$ cat config.mk
export PLATFORM = sky130hd
export DESIGN_NAME = position_odometer_accumulator
export DESIGN_NICKNAME = d
export VERILOG_FILES = /design/src/design/poa_pkg.sv /design/src/design/poa_ctrl.sv /design/src/design/poa_datapath.sv /design/src/design/position_odometer_accumulator.sv
export SDC_FILE = /design/constraint.sdc
export NUM_CORES = 2
export LEC_CHECK = 0
export BUFFER_PORTS_ARGS = -buffer_cell sky130_fd_sc_hd__buf_2
export CORE_AREA = 2 2 346 348
export CTS_CLUSTER_DIAMETER = 60
export CTS_CLUSTER_SIZE = 8
export DETAILED_ROUTE_END_ITERATION = 6
export DIE_AREA = 0 0 348 350
export PLACE_DENSITY_LB_ADDON = 0.25
export SYNTH_ARGS = -nofsm -noshare
export SYNTH_HDL_FRONTEND = slang
export SYNTH_SLANG_ARGS = --single-unit
$ cat constraint.sdc
create_clock -name clk_i -period 18.78 [get_ports clk_i]
set_clock_uncertainty 0.2 [all_clocks]
set_input_delay 2.817 -clock clk_i [delete_from_list [all_inputs] [get_ports clk_i]]
set_output_delay 2.817 -clock clk_i [all_outputs]
set_load 0.1 [all_outputs]
$ cat src/design/poa_pkg.sv
// ----------------------------------------------------------------------------
// Position odometer package
// Shared operation codes, constants and the command and status bundles
// that pass between the controller and the datapath.
// ----------------------------------------------------------------------------
package poa_pkg;

  // Width of the stale limit register.
  localparam int unsigned LIMIT_BITS = 32;

  // Bits of the multiplier operand consumed per multiply step.
  localparam int unsigned MUL_DIGIT = 4;

  // Operation codes carried in the input tuser.
  localparam logic [1:0] OP_X     = 2'd0;
  localparam logic [1:0] OP_Y     = 2'd1;
  localparam logic [1:0] OP_CLEAR = 2'd2;
  localparam logic [1:0] OP_TICK  = 2'd3;

  // Commands from the controller to the datapath.
  typedef struct packed {
    logic take_x;
    logic take_y;
    logic take_clear;
    logic take_tick;
    logic mul_load;
    logic mul_step;
    logic root_load;
    logic root_step;
    logic finish;
  } poa_cmd_t;

  // Status from the datapath to the controller.
  typedef struct packed {
    logic clear_pending;
    logic pair_fresh;
    logic out_free;
  } poa_status_t;

endpackage

$ cat src/design/poa_ctrl.sv
// ----------------------------------------------------------------------------
// Position odometer controller
// Sequences item intake, the squaring steps, the square-root steps and the
// final commit of each update tick.
// ----------------------------------------------------------------------------
module poa_ctrl #(
  parameter int unsigned POS_BITS = 32
) (
  input  logic                 clk_i,
  input  logic                 rst_ni,
  input  logic                 in_valid_i,
  input  logic [1:0]           in_op_i,
  output logic                 in_ready_o,
  input  poa_pkg::poa_status_t status_i,
  output poa_pkg::poa_cmd_t    cmd_o
);

  localparam int unsigned MUL_STEPS  =
    (POS_BITS + poa_pkg::MUL_DIGIT - 1) / poa_pkg::MUL_DIGIT;
  localparam int unsigned ROOT_STEPS = POS_BITS + 1;
  localparam int unsigned CW         = $clog2(ROOT_STEPS);

  localparam logic [2:0] ST_IDLE   = 3'd0;
  localparam logic [2:0] ST_MUL    = 3'd1;
  localparam logic [2:0] ST_SUM    = 3'd2;
  localparam logic [2:0] ST_ROOT   = 3'd3;
  localparam logic [2:0] ST_FINISH = 3'd4;

  logic [2:0]    state_q, state_d;
  logic [CW-1:0] cnt_q, cnt_d;
  logic          take;

  assign in_ready_o = (state_q == ST_IDLE);
  assign take       = in_valid_i & in_ready_o;

  // Next state and command decode.
  always_comb begin
    state_d = state_q;
    cnt_d   = cnt_q;
    cmd_o   = '0;
    case (state_q)
      ST_IDLE: begin
        if (take) begin
          case (in_op_i)
            poa_pkg::OP_X:     cmd_o.take_x = 1'b1;
            poa_pkg::OP_Y:     cmd_o.take_y = 1'b1;
            poa_pkg::OP_CLEAR: cmd_o.take_clear = 1'b1;
            poa_pkg::OP_TICK: begin
              cmd_o.take_tick = 1'b1;
              if (!status_i.clear_pending && status_i.pair_fresh) begin
                cmd_o.mul_load = 1'b1;
                cnt_d          = '0;
                state_d        = ST_MUL;
              end else begin
                state_d = ST_FINISH;
              end
            end
            default: ;
          endcase
        end
      end
      ST_MUL: begin
        cmd_o.mul_step = 1'b1;
        if (cnt_q == CW'(MUL_STEPS - 1)) begin
          state_d = ST_SUM;
        end else begin
          cnt_d = cnt_q + 1'b1;
        end
      end
      ST_SUM: begin
        cmd_o.root_load = 1'b1;
        cnt_d           = '0;
        state_d         = ST_ROOT;
      end
      ST_ROOT: begin
        cmd_o.root_step = 1'b1;
        if (cnt_q == CW'(ROOT_STEPS - 1)) begin
          state_d = ST_FINISH;
        end else begin
          cnt_d = cnt_q + 1'b1;
        end
      end
      ST_FINISH: begin
        if (status_i.out_free) begin
          cmd_o.finish = 1'b1;
          state_d      = ST_IDLE;
        end
      end
      default: state_d = ST_IDLE;
    endcase
  end

  // State and step counter registers.
  always_ff @(posedge clk_i or negedge rst_ni) begin
    if (!rst_ni) begin
      state_q <= ST_IDLE;
      cnt_q   <= '0;
    end else begin
      state_q <= state_d;
      cnt_q   <= cnt_d;
    end
  end

endmodule

$ cat src/design/poa_datapath.sv
// ----------------------------------------------------------------------------
// Position odometer datapath
// Holds positions, flags, the total and the stale limit, squares the axis
// steps four bits at a time, takes the square root one bit per cycle and
// drives the output register.
// ----------------------------------------------------------------------------
module poa_datapath #(
  parameter int unsigned POS_BITS  = 32,
  parameter int unsigned DIST_BITS = 48,
  parameter int unsigned TIME_BITS = 32
) (
  input  logic                             clk_i,
  input  logic                             rst_ni,
  input  poa_pkg::poa_cmd_t                cmd_i,
  output poa_pkg::poa_status_t             status_o,
  input  logic [POS_BITS-1:0]              position_mm_i,
  input  logic [TIME_BITS-1:0]             now_ms_i,
  input  logic                             stale_limit_we_i,
  input  logic [poa_pkg::LIMIT_BITS-1:0]   stale_limit_i,
  input  logic                             out_ready_i,
  output logic                             out_valid_o,
  output logic [DIST_BITS-1:0]             total_distance_mm_o,
  output logic                             stale_warning_o
);

  localparam int unsigned DG        = poa_pkg::MUL_DIGIT;
  localparam int unsigned MUL_STEPS = (POS_BITS + DG - 1) / DG;
  localparam int unsigned LW        = MUL_STEPS * DG;
  localparam int unsigned PW        = POS_BITS + DG;
  localparam int unsigned NW        = 2 * POS_BITS + 2;
  localparam int unsigned RW        = POS_BITS + 4;
  localparam int unsigned SW        =
    ((DIST_BITS > POS_BITS + 1) ? DIST_BITS : POS_BITS + 1) + 1;
  localparam int unsigned EW        =
    (TIME_BITS > poa_pkg::LIMIT_BITS) ? TIME_BITS : poa_pkg::LIMIT_BITS;

  // Odometer state.
  logic [POS_BITS-1:0]            cur_x_q, cur_y_q, prev_x_q, prev_y_q;
  logic [POS_BITS-1:0]            cur_x_d, cur_y_d, prev_x_d, prev_y_d;
  logic [DIST_BITS-1:0]           total_q, total_d;
  logic                           fresh_x_q, fresh_y_q, fresh_x_d, fresh_y_d;
  logic                           awaiting_q, awaiting_d;
  logic                           clear_q, clear_d;
  logic [TIME_BITS-1:0]           last_time_q, last_time_d;
  logic                           seen_q, seen_d;
  logic                           warn_q, warn_d;
  logic [poa_pkg::LIMIT_BITS-1:0] limit_q;
  logic [TIME_BITS-1:0]           tick_time_q;

  // Arithmetic state.
  logic [POS_BITS-1:0]            mul_a_q  [2];
  logic [POS_BITS-1:0]            mul_hi_q [2];
  logic [LW-1:0]                  mul_lo_q [2];
  logic [POS_BITS-1:0]            mag      [2];
  logic [POS_BITS:0]              diff     [2];
  logic [PW-1:0]                  mul_sum  [2];
  logic [POS_BITS+LW-1:0]         prod     [2];
  logic [NW-1:0]                  rad_q;
  logic [RW-1:0]                  rem_q, rem_t, trial;
  logic [POS_BITS:0]              root_q;
  logic [SW-1:0]                  sat_sum;
  logic [TIME_BITS-1:0]           elapsed;

  // Output register.
  logic                           out_valid_q, out_valid_d;
  logic [DIST_BITS-1:0]           out_total_q;
  logic                           out_warn_q;

  // Axis step magnitudes and one multiply digit per lane.
  always_comb begin
    diff[0] = {cur_x_q[POS_BITS-1], cur_x_q} - {prev_x_q[POS_BITS-1], prev_x_q};
    diff[1] = {cur_y_q[POS_BITS-1], cur_y_q} - {prev_y_q[POS_BITS-1], prev_y_q};
    for (int i = 0; i < 2; i++) begin
      mag[i]     = diff[i][POS_BITS] ? POS_BITS'(-diff[i]) : diff[i][POS_BITS-1:0];
      mul_sum[i] = PW'(mul_hi_q[i]) + PW'(mul_a_q[i]) * PW'(mul_lo_q[i][DG-1:0]);
      prod[i]    = {mul_hi_q[i], mul_lo_q[i]};
    end
  end

  // One restoring square-root step.
  always_comb begin
    rem_t = {rem_q[RW-3:0], rad_q[NW-1 -: 2]};
    trial = RW'({root_q, 2'b01});
  end

  // Saturating add and elapsed time.
  assign sat_sum = SW'(total_q) + SW'(root_q);
  assign elapsed = tick_time_q - last_time_q;

  // Odometer state update on intake and on commit of a tick.
  always_comb begin
    cur_x_d     = cur_x_q;
    cur_y_d     = cur_y_q;
    prev_x_d    = prev_x_q;
    prev_y_d    = prev_y_q;
    total_d     = total_q;
    fresh_x_d   = fresh_x_q;
    fresh_y_d   = fresh_y_q;
    awaiting_d  = awaiting_q;
    clear_d     = clear_q;
    last_time_d = last_time_q;
    seen_d      = seen_q;
    warn_d      = warn_q;

    if (cmd_i.take_x) begin
      cur_x_d   = position_mm_i;
      fresh_x_d = 1'b1;
      if (awaiting_q) begin
        prev_x_d = position_mm_i;
      end
    end
    if (cmd_i.take_y) begin
      cur_y_d   = position_mm_i;
      fresh_y_d = 1'b1;
      if (awaiting_q) begin
        prev_y_d = position_mm_i;
      end
    end
    if (cmd_i.take_x || cmd_i.take_y) begin
      last_time_d = now_ms_i;
      seen_d      = 1'b1;
    end
    if (cmd_i.take_clear) begin
      clear_d = 1'b1;
    end
    if ((cmd_i.take_x || cmd_i.take_y || cmd_i.take_clear || cmd_i.take_tick)
        && fresh_x_d && fresh_y_d) begin
      awaiting_d = 1'b0;
    end

    if (cmd_i.finish) begin
      if (clear_q) begin
        // A pending reset zeroes the total and leaves the warning alone.
        total_d   = '0;
        prev_x_d  = cur_x_q;
        prev_y_d  = cur_y_q;
        fresh_x_d = 1'b0;
        fresh_y_d = 1'b0;
        clear_d   = 1'b0;
      end else begin
        if (fresh_x_q && fresh_y_q) begin
          total_d   = (sat_sum > SW'({DIST_BITS{1'b1}})) ? '1
                                                          : sat_sum[DIST_BITS-1:0];
          prev_x_d  = cur_x_q;
          prev_y_d  = cur_y_q;
          fresh_x_d = 1'b0;
          fresh_y_d = 1'b0;
        end
        if (limit_q != '0) begin
          warn_d = seen_q && (EW'(elapsed) > EW'(limit_q));
        end
      end
    end
  end

  // Output handshake.
  always_comb begin
    out_valid_d = out_valid_q & ~out_ready_i;
    if (cmd_i.finish) begin
      out_valid_d = 1'b1;
    end
  end

  assign status_o.clear_pending = clear_q;
  assign status_o.pair_fresh    = fresh_x_q & fresh_y_q;
  assign status_o.out_free      = ~out_valid_q | out_ready_i;

  assign out_valid_o         = out_valid_q;
  assign total_distance_mm_o = out_total_q;
  assign stale_warning_o     = out_warn_q;

  // State registers.
  always_ff @(posedge clk_i or negedge rst_ni) begin
    if (!rst_ni) begin
      cur_x_q     <= '0;
      cur_y_q     <= '0;
      prev_x_q    <= '0;
      prev_y_q    <= '0;
      total_q     <= '0;
      fresh_x_q   <= 1'b0;
      fresh_y_q   <= 1'b0;
      awaiting_q  <= 1'b1;
      clear_q     <= 1'b0;
      last_time_q <= '0;
      seen_q      <= 1'b0;
      warn_q      <= 1'b0;
      limit_q     <= '0;
      out_valid_q <= 1'b0;
    end else begin
      cur_x_q     <= cur_x_d;
      cur_y_q     <= cur_y_d;
      prev_x_q    <= prev_x_d;
      prev_y_q    <= prev_y_d;
      total_q     <= total_d;
      fresh_x_q   <= fresh_x_d;
      fresh_y_q   <= fresh_y_d;
      awaiting_q  <= awaiting_d;
      clear_q     <= clear_d;
      last_time_q <= last_time_d;
      seen_q      <= seen_d;
      warn_q      <= warn_d;
      out_valid_q <= out_valid_d;
      if (stale_limit_we_i) begin
        limit_q <= stale_limit_i;
      end
    end
  end

  // Arithmetic and output payload registers.
  always_ff @(posedge clk_i) begin
    if (cmd_i.take_tick) begin
      tick_time_q <= now_ms_i;
    end
    for (int i = 0; i < 2; i++) begin
      if (cmd_i.mul_load) begin
        mul_a_q[i]  <= mag[i];
        mul_hi_q[i] <= '0;
        mul_lo_q[i] <= LW'(mag[i]);
      end else if (cmd_i.mul_step) begin
        mul_hi_q[i] <= mul_sum[i][PW-1:DG];
        mul_lo_q[i] <= {mul_sum[i][DG-1:0], mul_lo_q[i][LW-1:DG]};
      end
    end
    if (cmd_i.root_load) begin
      rad_q  <= NW'(prod[0][2*POS_BITS-1:0]) + NW'(prod[1][2*POS_BITS-1:0]);
      rem_q  <= '0;
      root_q <= '0;
    end else if (cmd_i.root_step) begin
      rad_q <= {rad_q[NW-3:0], 2'b00};
      if (rem_t >= trial) begin
        rem_q  <= rem_t - trial;
        root_q <= {root_q[POS_BITS-1:0], 1'b1};
      end else begin
        rem_q  <= rem_t;
        root_q <= {root_q[POS_BITS-1:0], 1'b0};
      end
    end
    if (cmd_i.finish) begin
      out_total_q <= total_d;
      out_warn_q  <= warn_d;
    end
  end

endmodule

$ cat src/design/position_odometer_accumulator.sv
// ----------------------------------------------------------------------------
// Position odometer accumulator
// Accumulates the planar path length of an x/y position stream and raises
// a warning when position samples stop arriving.
// ----------------------------------------------------------------------------
// Flow: x, y and reset-request items are taken while idle and give no
// result. A tick that applies a pending reset or has no fresh pair goes to
// the finish state; one with a fresh pair first squares the steps four bits
// at a time, sums them and takes the root one bit per step. Finish commits the
// result once the output is free; no new item is taken until then. Reset
// clears the state, stale limit and output valid, not arithmetic or payload.
module position_odometer_accumulator #(
  parameter int unsigned POS_BITS  = 32,
  parameter int unsigned DIST_BITS = 48,
  parameter int unsigned TIME_BITS = 32
) (
  input  logic                           clk_i,
  input  logic                           rst_ni,
  // Input stream.
  input  logic                           s_axis_tvalid,
  output logic                           s_axis_tready,
  // tdata: position_mm [POS_BITS-1:0], now_ms [next TIME_BITS bits], zero pad
  input  logic [((POS_BITS + TIME_BITS + 7) / 8) * 8 - 1:0] s_axis_tdata,
  // tuser: operation [1:0]
  input  logic [1:0]                     s_axis_tuser,
  // Result stream.
  output logic                           m_axis_tvalid,
  input  logic                           m_axis_tready,
  // tdata: total_distance_mm [DIST_BITS-1:0], zero pad
  output logic [((DIST_BITS + 7) / 8) * 8 - 1:0] m_axis_tdata,
  // tuser: stale_warning [0]
  output logic [0:0]                     m_axis_tuser,
  // Stale limit register.
  input  logic                           stale_limit_we_i,
  input  logic [poa_pkg::LIMIT_BITS-1:0] stale_limit_i
);

  localparam int unsigned OUT_W = ((DIST_BITS + 7) / 8) * 8;

  poa_pkg::poa_cmd_t    cmd;
  poa_pkg::poa_status_t status;
  logic [DIST_BITS-1:0] total;
  logic                 warn;

  // Sequencing.
  poa_ctrl #(
    .POS_BITS (POS_BITS)
  ) u_ctrl (
    .clk_i      (clk_i),
    .rst_ni     (rst_ni),
    .in_valid_i (s_axis_tvalid),
    .in_op_i    (s_axis_tuser),
    .in_ready_o (s_axis_tready),
    .status_i   (status),
    .cmd_o      (cmd)
  );

  // State and arithmetic.
  poa_datapath #(
    .POS_BITS  (POS_BITS),
    .DIST_BITS (DIST_BITS),
    .TIME_BITS (TIME_BITS)
  ) u_datapath (
    .clk_i               (clk_i),
    .rst_ni              (rst_ni),
    .cmd_i               (cmd),
    .status_o            (status),
    .position_mm_i       (s_axis_tdata[POS_BITS-1:0]),
    .now_ms_i            (s_axis_tdata[POS_BITS +: TIME_BITS]),
    .stale_limit_we_i    (stale_limit_we_i),
    .stale_limit_i       (stale_limit_i),
    .out_ready_i         (m_axis_tready),
    .out_valid_o         (m_axis_tvalid),
    .total_distance_mm_o (total),
    .stale_warning_o     (warn)
  );

  assign m_axis_tdata = OUT_W'(total);
  assign m_axis_tuser = warn;

endmodule

* Word level (Yosys, flattened, before mapping)
Memories as Yosys holds them, arrays and structs flattened.
Index checks and enable logic that the tools add are counted.
** Storage, ports and cells
- Bits of input ports :: 103
- Output and inout port bits :: 51
- Memories :: 3
- Register bits after elaboration :: 470
- Memory bits (writable) :: 192
- Word-level logic and storage cells :: 153
** Cells by class
- Bitwise logic cells :: 10
- Reduce and logical (&&, ||, !) cells :: 16
- Equal/unequal tests :: 17
- $lt $le $gt $ge :: 3
- Add/subtract/negate cells :: 11
- Muxes and demuxes :: 69
- $mul :: 2
** Memories
- u_datapath.mul_a_q :: words 2, bits a word 32, read ports 2, clocked after memory_dff 0, write ports 2, RTL line poa_datapath.sv:51 : logic [POS_BITS-1:0] mul_a_q [2];
- u_datapath.mul_hi_q :: words 2, bits a word 32, read ports 2, clocked after memory_dff 0, write ports 2, RTL line poa_datapath.sv:52 : logic [POS_BITS-1:0] mul_hi_q [2];
- u_datapath.mul_lo_q :: words 2, bits a word 32, read ports 2, clocked after memory_dff 0, write ports 2, RTL line poa_datapath.sv:53 : logic [LW-1:0] mul_lo_q [2];
** Operator list (count)
- 32-bit 2-to-1 mux :: 16
- 48-bit 2-to-1 mux :: 4
- 66-bit 2-to-1 mux :: 2
- 32-bit by 36-bit adder with 36-bit output :: 2
- 32-bit by 4-bit multiplier with 36-bit output :: 2
- 32-bit by 32-bit subtractor with 33-bit output :: 2
- 64-bit by 64-bit adder with 65-bit output :: 1
- 32-bit negator :: 2
- 48-bit by 33-bit adder with 49-bit output :: 1
- 49-bit by 48-bit > comparator with 1-bit output (second input constant) :: 1
- 36-bit by 35-bit >= comparator with 1-bit output :: 1
- 34-bit 2-to-1 mux :: 1
- 34-bit subtractor :: 1
- 32-bit > comparator :: 1
- 32-bit nonzero test :: 1
- 32-bit subtractor :: 1
- 1-bit 2-to-1 mux :: 30
- 6-bit 2-to-1 mux :: 5
- 6-bit one-hot mux with 4 select lines :: 1
- 3-bit 2-to-1 mux :: 6
- 3-bit one-hot mux with 5 select lines :: 1
- 2-bit inequality test (second input constant) :: 6
- 5-bit 2-to-1 mux :: 2
- 6-bit by 1-bit adder with 6-bit output (second input constant) :: 1
- 21 further kinds :: 37

* Depth between registers and ports, before layout
- Word-level depth :: 11
- Gate-level depth with buffers :: 24

* Modules after synthesis
Synthesis repeated with hierarchy kept, for this count alone.
** Unflattened totals
- Cell total of the unflattened synthesis :: 5068
- Area total of the unflattened synthesis :: 49179.7 µm²
** By module, submodules not included
- poa_datapath :: area an instance 48535.3 µm², cells an instance 5000, times used 1
- poa_ctrl :: area an instance 644.4 µm², cells an instance 68, times used 1

* Worst setup path before layout
OpenSTA, ideal clock, no wires.
- Path kind :: input port to flip-flop
- Start point :: in s_axis_tuser[0]
- End point :: mem u_datapath.mul_hi_q[0][0], enable pin
- Cell stages on the path :: 4
- Path buffers :: 1
- Arrival time :: 10992 ps
- Setup time :: 503 ps
- Required time :: 18077 ps
- Path slack :: 7085 ps
- Cells stage by stage :: clkbuf_1 -> nand4_1 -> nor3_1 -> nand2b_1
** RTL lines
- start, declared :: RTL line position_odometer_accumulator.sv:25 : input logic [1:0] s_axis_tuser,
- end, declared :: RTL line poa_datapath.sv:52

==> metrics.csv <==
stage,metric,value,unit
worst_setup_path,startpoint types,register,
floorplanning,top-level I/O count,154,
yosys,post-synthesis sequential area ratio,37.2,%
layout,antenna cells,0,
yosys,most numerous cell in the Yosys netlist,nand2_1,
clock_network,Post-CTS Setup Inserts,0,
sta,Tcrit/Tclk final,37.0,%
status,status,"finished, final reports clean",
hold_path,Hold Path Class,register to register,
worst_setup_path,Critical Path Source,u_datapath.mul_lo_q[1][3]$_DFFE_PP_,
sta,unrepaired setup endpoints after global routing,no,
global_route,antenna violations before repair,4,
route,routed len/inst,19.3,um
yosys,post-synthesis cell count,5030,
yosys,post-synth top area share,21.1,%
clock_network,clock sink total,662,
worst_setup_path,R2R depth,16,
sta,"Slew Viols, Final",0,
worst_setup_path,Worst Path Required,18.98,ns
clock_network,clock buffer depth,3,
global_route,All-Layer GR Usage,21.2,%
worst_setup_path,Critical Path Sink,u_datapath.mul_hi_q[1][26]$_SDFFCE_PN0P_,
yosys,synth unique cells,87,
clock_network,CTS Hold Buffers Added,0,
worst_setup_path,kind of critical path,register to register,
route,total routed wirelength,130000,um
clock_network,CTS Buf Count,101,
floorplanning,Initial Utilization,40.9,%
layout,share of cells above drive strength 1,9.60,%
sta,Slew headroom,22.0,%
placed_design,port buffer count,153,
worst_setup_path,reg2reg start,u_datapath.mul_lo_q[1][3]$_DFFE_PP_,
route,first drt pass iteration count,6,
worst_setup_path,"Arr. time, crit path",7.15,ns
worst_setup_path,CP Capture Type,register,
yosys,"FF+latch count, synth",662,
clock_network,htree depth,3,
floorplanning,die height,350,um
sta,Final Hold Viols,0,
worst_setup_path,Worst R2R End,u_datapath.mul_hi_q[1][26]$_SDFFCE_PN0P_,
route,drt drc,0,
sta,count of final setup violators,0,
clock_network,Root Driver,clkbuf_16,
route,DR vias/cell,5.53,
global_route,GRT overflow,0,
clock_network,CTS tree,done,
yosys,YS warnings,0,
yosys,"top cells by area, synth","edfxtp_1 (21%), dfrtp_1 (13%), ha_1 (9.1%)",
run,max_cap viols,0,
yosys,post-synth top area cell,edfxtp_1,
yosys,"Avg Cell Area, Syn",9.58,sq um
clock_network,Clock Latency Late Sink,0.68,ns
floorplanning,core area,118000,sq um
floorplanning,# rows,126,
floorplanning,DIE AREA,122000,sq um
floorplanning,die width,348,um
sta,"Min Clock Period, post-route",6.95,ns
global_route,number of global-route vias before repair,36385,
clock_network,# resized after CTS,0,
yosys,Post-synth top cells,"nand2_1 (605), o21ai_0 (424), inv_1 (385)",
global_route,first-pass GRT wire length,205000,um
worst_setup_path,critical path peak fanout,33,
sta,Achievable Freq,144,MHz
sta,setup TNS,0,ns
route,Vias,37314,
placed_design,half-perimeter wire length after placement,99900,um
worst_setup_path,R2R setup slack,11.83,ns
sta,Worst-Margin Slew,1.17,ns
layout,Layout area overhead,10.9,%
yosys,Syn Nets,5671,
route,Post-DRT Antenna Nets,0,
route,Starting DRT DRC Count,2762,
yosys,"FFs w/ async S/R, synth",38.7,%
layout,fin nets,5775,
global_route,largest net degree at the start of global routing,86,
yosys,Synth Flop Type,edfxtp_1,
clock_network,register clock-pin slew on the reported worst setup and hold paths,0.05,ns
yosys,Mapped Area,48200,sq um
placed_design,Routability Congestion,0.885,
yosys,"EDFF count, synth",339,
-- per-layer routing --
metal  routed length [um]  track usage [%]
met1                61600             29.9
met2                59500             34.2
met3                 6320             2.81
met4                 2960             5.88
met5                   13                0
-- cell families (layout without fill, tap and decap cells) --
group | after synthesis | in the layout | share of synthesized area, %
mux | 224 | 224 | 4.98
xor+xnor | 295 | 295 | 5.36
simple gates | 1430 | 1430 | 13.9
compound gates | 1313 | 1313 | 17.2
buf+inv | 568 | 746 | 4.45
fa+ha+maj | 538 | 538 | 16.9
flops | 662 | 662 | 37.2
-- worst min-delay path by stage --
stage | startpoint | end | slack (ns) | cells after the start
finish | u_datapath.seen_q$_DFFE_PN0P_ | u_datapath.seen_q$_DFFE_PN0P_ | 0.27 | 1
global route | u_datapath.seen_q$_DFFE_PN0P_ | u_datapath.seen_q$_DFFE_PN0P_ | 0.28 | 1
CTS | u_datapath.seen_q$_DFFE_PN0P_ | u_datapath.seen_q$_DFFE_PN0P_ | 0.27 | 1
detailed placement | u_datapath.seen_q$_DFFE_PN0P_ | u_datapath.seen_q$_DFFE_PN0P_ | 0.26 | 1
global placement | u_datapath.seen_q$_DFFE_PN0P_ | u_datapath.seen_q$_DFFE_PN0P_ | 0.25 | 1
floorplan | u_datapath.rem_q[32]$_SDFFE_PN0P_ | u_datapath.rem_q[32]$_SDFFE_PN0P_ | 0.23 | 2
-- critical path: stages (launching register included) --
cell	delay, ns
edfxtp_1	1.09
nand2_1	0.21
fa_1	0.57
fa_1	0.52
fa_1	0.53
inv_1	0.05
ha_1	0.34
a21o_1	0.21
a2111oi_0	0.73
o311a_1	0.34
a211oi_1	0.11
a31o_2	0.25
o41a_1	0.43
a41oi_1	0.55
a21oi_1	0.20
nor4_1	0.26
nor4_1	0.10
-- per-stage QoR --
step / hold WS (ns) / util, % / worst slack, ns / instance area, sq um / std cells
2_1_floorplan: 0.229 / - / 7.09 / 48200 / 5030
3_3_place_gp: 0.253 / 42.9 / 12.09 / 50500 / 6567
3_5_place_dp: 0.262 / 42.9 / 11.93 / 50500 / 6567
4_1_cts: 0.275 / 45.4 / 11.90 / 53500 / 6744
5_1_grt: 0.283 / 45.4 / 11.47 / 53500 / 6744
6_report: 0.275 / 45.4 / 11.83 / 53500 / 6744
-- registers in the layout, indices dropped and copies added, names as in the netlist, 3 cells and up --
register	flops
u_datapath.total_q	48
u_datapath.rem_q	34
u_datapath.rad_q	66
u_datapath.mul_hi_q	64
u_datapath.tick_time_q	32
u_datapath.cur_y_q	32
u_datapath.last_time_q	32
u_datapath.mul_lo_q	64
u_datapath.limit_q	32
u_datapath.cur_x_q	32
u_datapath.prev_y_q	32
u_ctrl.state_q	3
u_ctrl.cnt_q	6
u_datapath.prev_x_q	32
u_datapath.root_q	33
u_datapath.total_distance_mm_o	48
u_datapath.mul_a_q	64
-- cell type report --
type / count / area (sq um)
multi-input cells: 3800 / 28200
clock buffers: 158 / 2850
repair buffers: 182 / 993
inverters: 387 / 1460
fillers: 11150 / 64300
clock inverters: 19 / 130
well taps: 1536 / 1920
flip-flops and latches: 662 / 17900
-- cells in the final DEF (no fill, tap or decap), drive strengths merged, types with 14 or more instances in the layout --
cell type / netlist / layout
or4: 14 / 14
xnor2: 182 / 182
o21a: 61 / 61
mux2: 128 / 128
or2: 18 / 18
nand2b: 38 / 38
a211oi: 55 / 55
nor2b: 41 / 41
and3: 31 / 31
ha: 351 / 351
xor2: 113 / 113
clkinv: 2 / 14
fa: 187 / 187
or3: 20 / 20
buf: 26 / 182
o31ai: 35 / 35
nand2: 605 / 605
dfxtp: 67 / 67
nor3b: 17 / 17
nand3: 105 / 105
o21bai: 40 / 40
mux2i: 96 / 96
a31oi: 56 / 56
a21oi: 282 / 282
nor2: 250 / 250
a31o: 16 / 16
clkbuf: 155 / 158
dfrtp: 255 / 255
nor4: 29 / 29
a21o: 177 / 177
and2: 102 / 102
edfxtp: 339 / 339
nor3: 72 / 72
inv: 385 / 391
o211ai: 16 / 16
nand4: 52 / 52
o21ai: 430 / 430
Power is not shown: default switching activity piles up to over one toggle a cycle in this logic, so the estimate is an artifact.
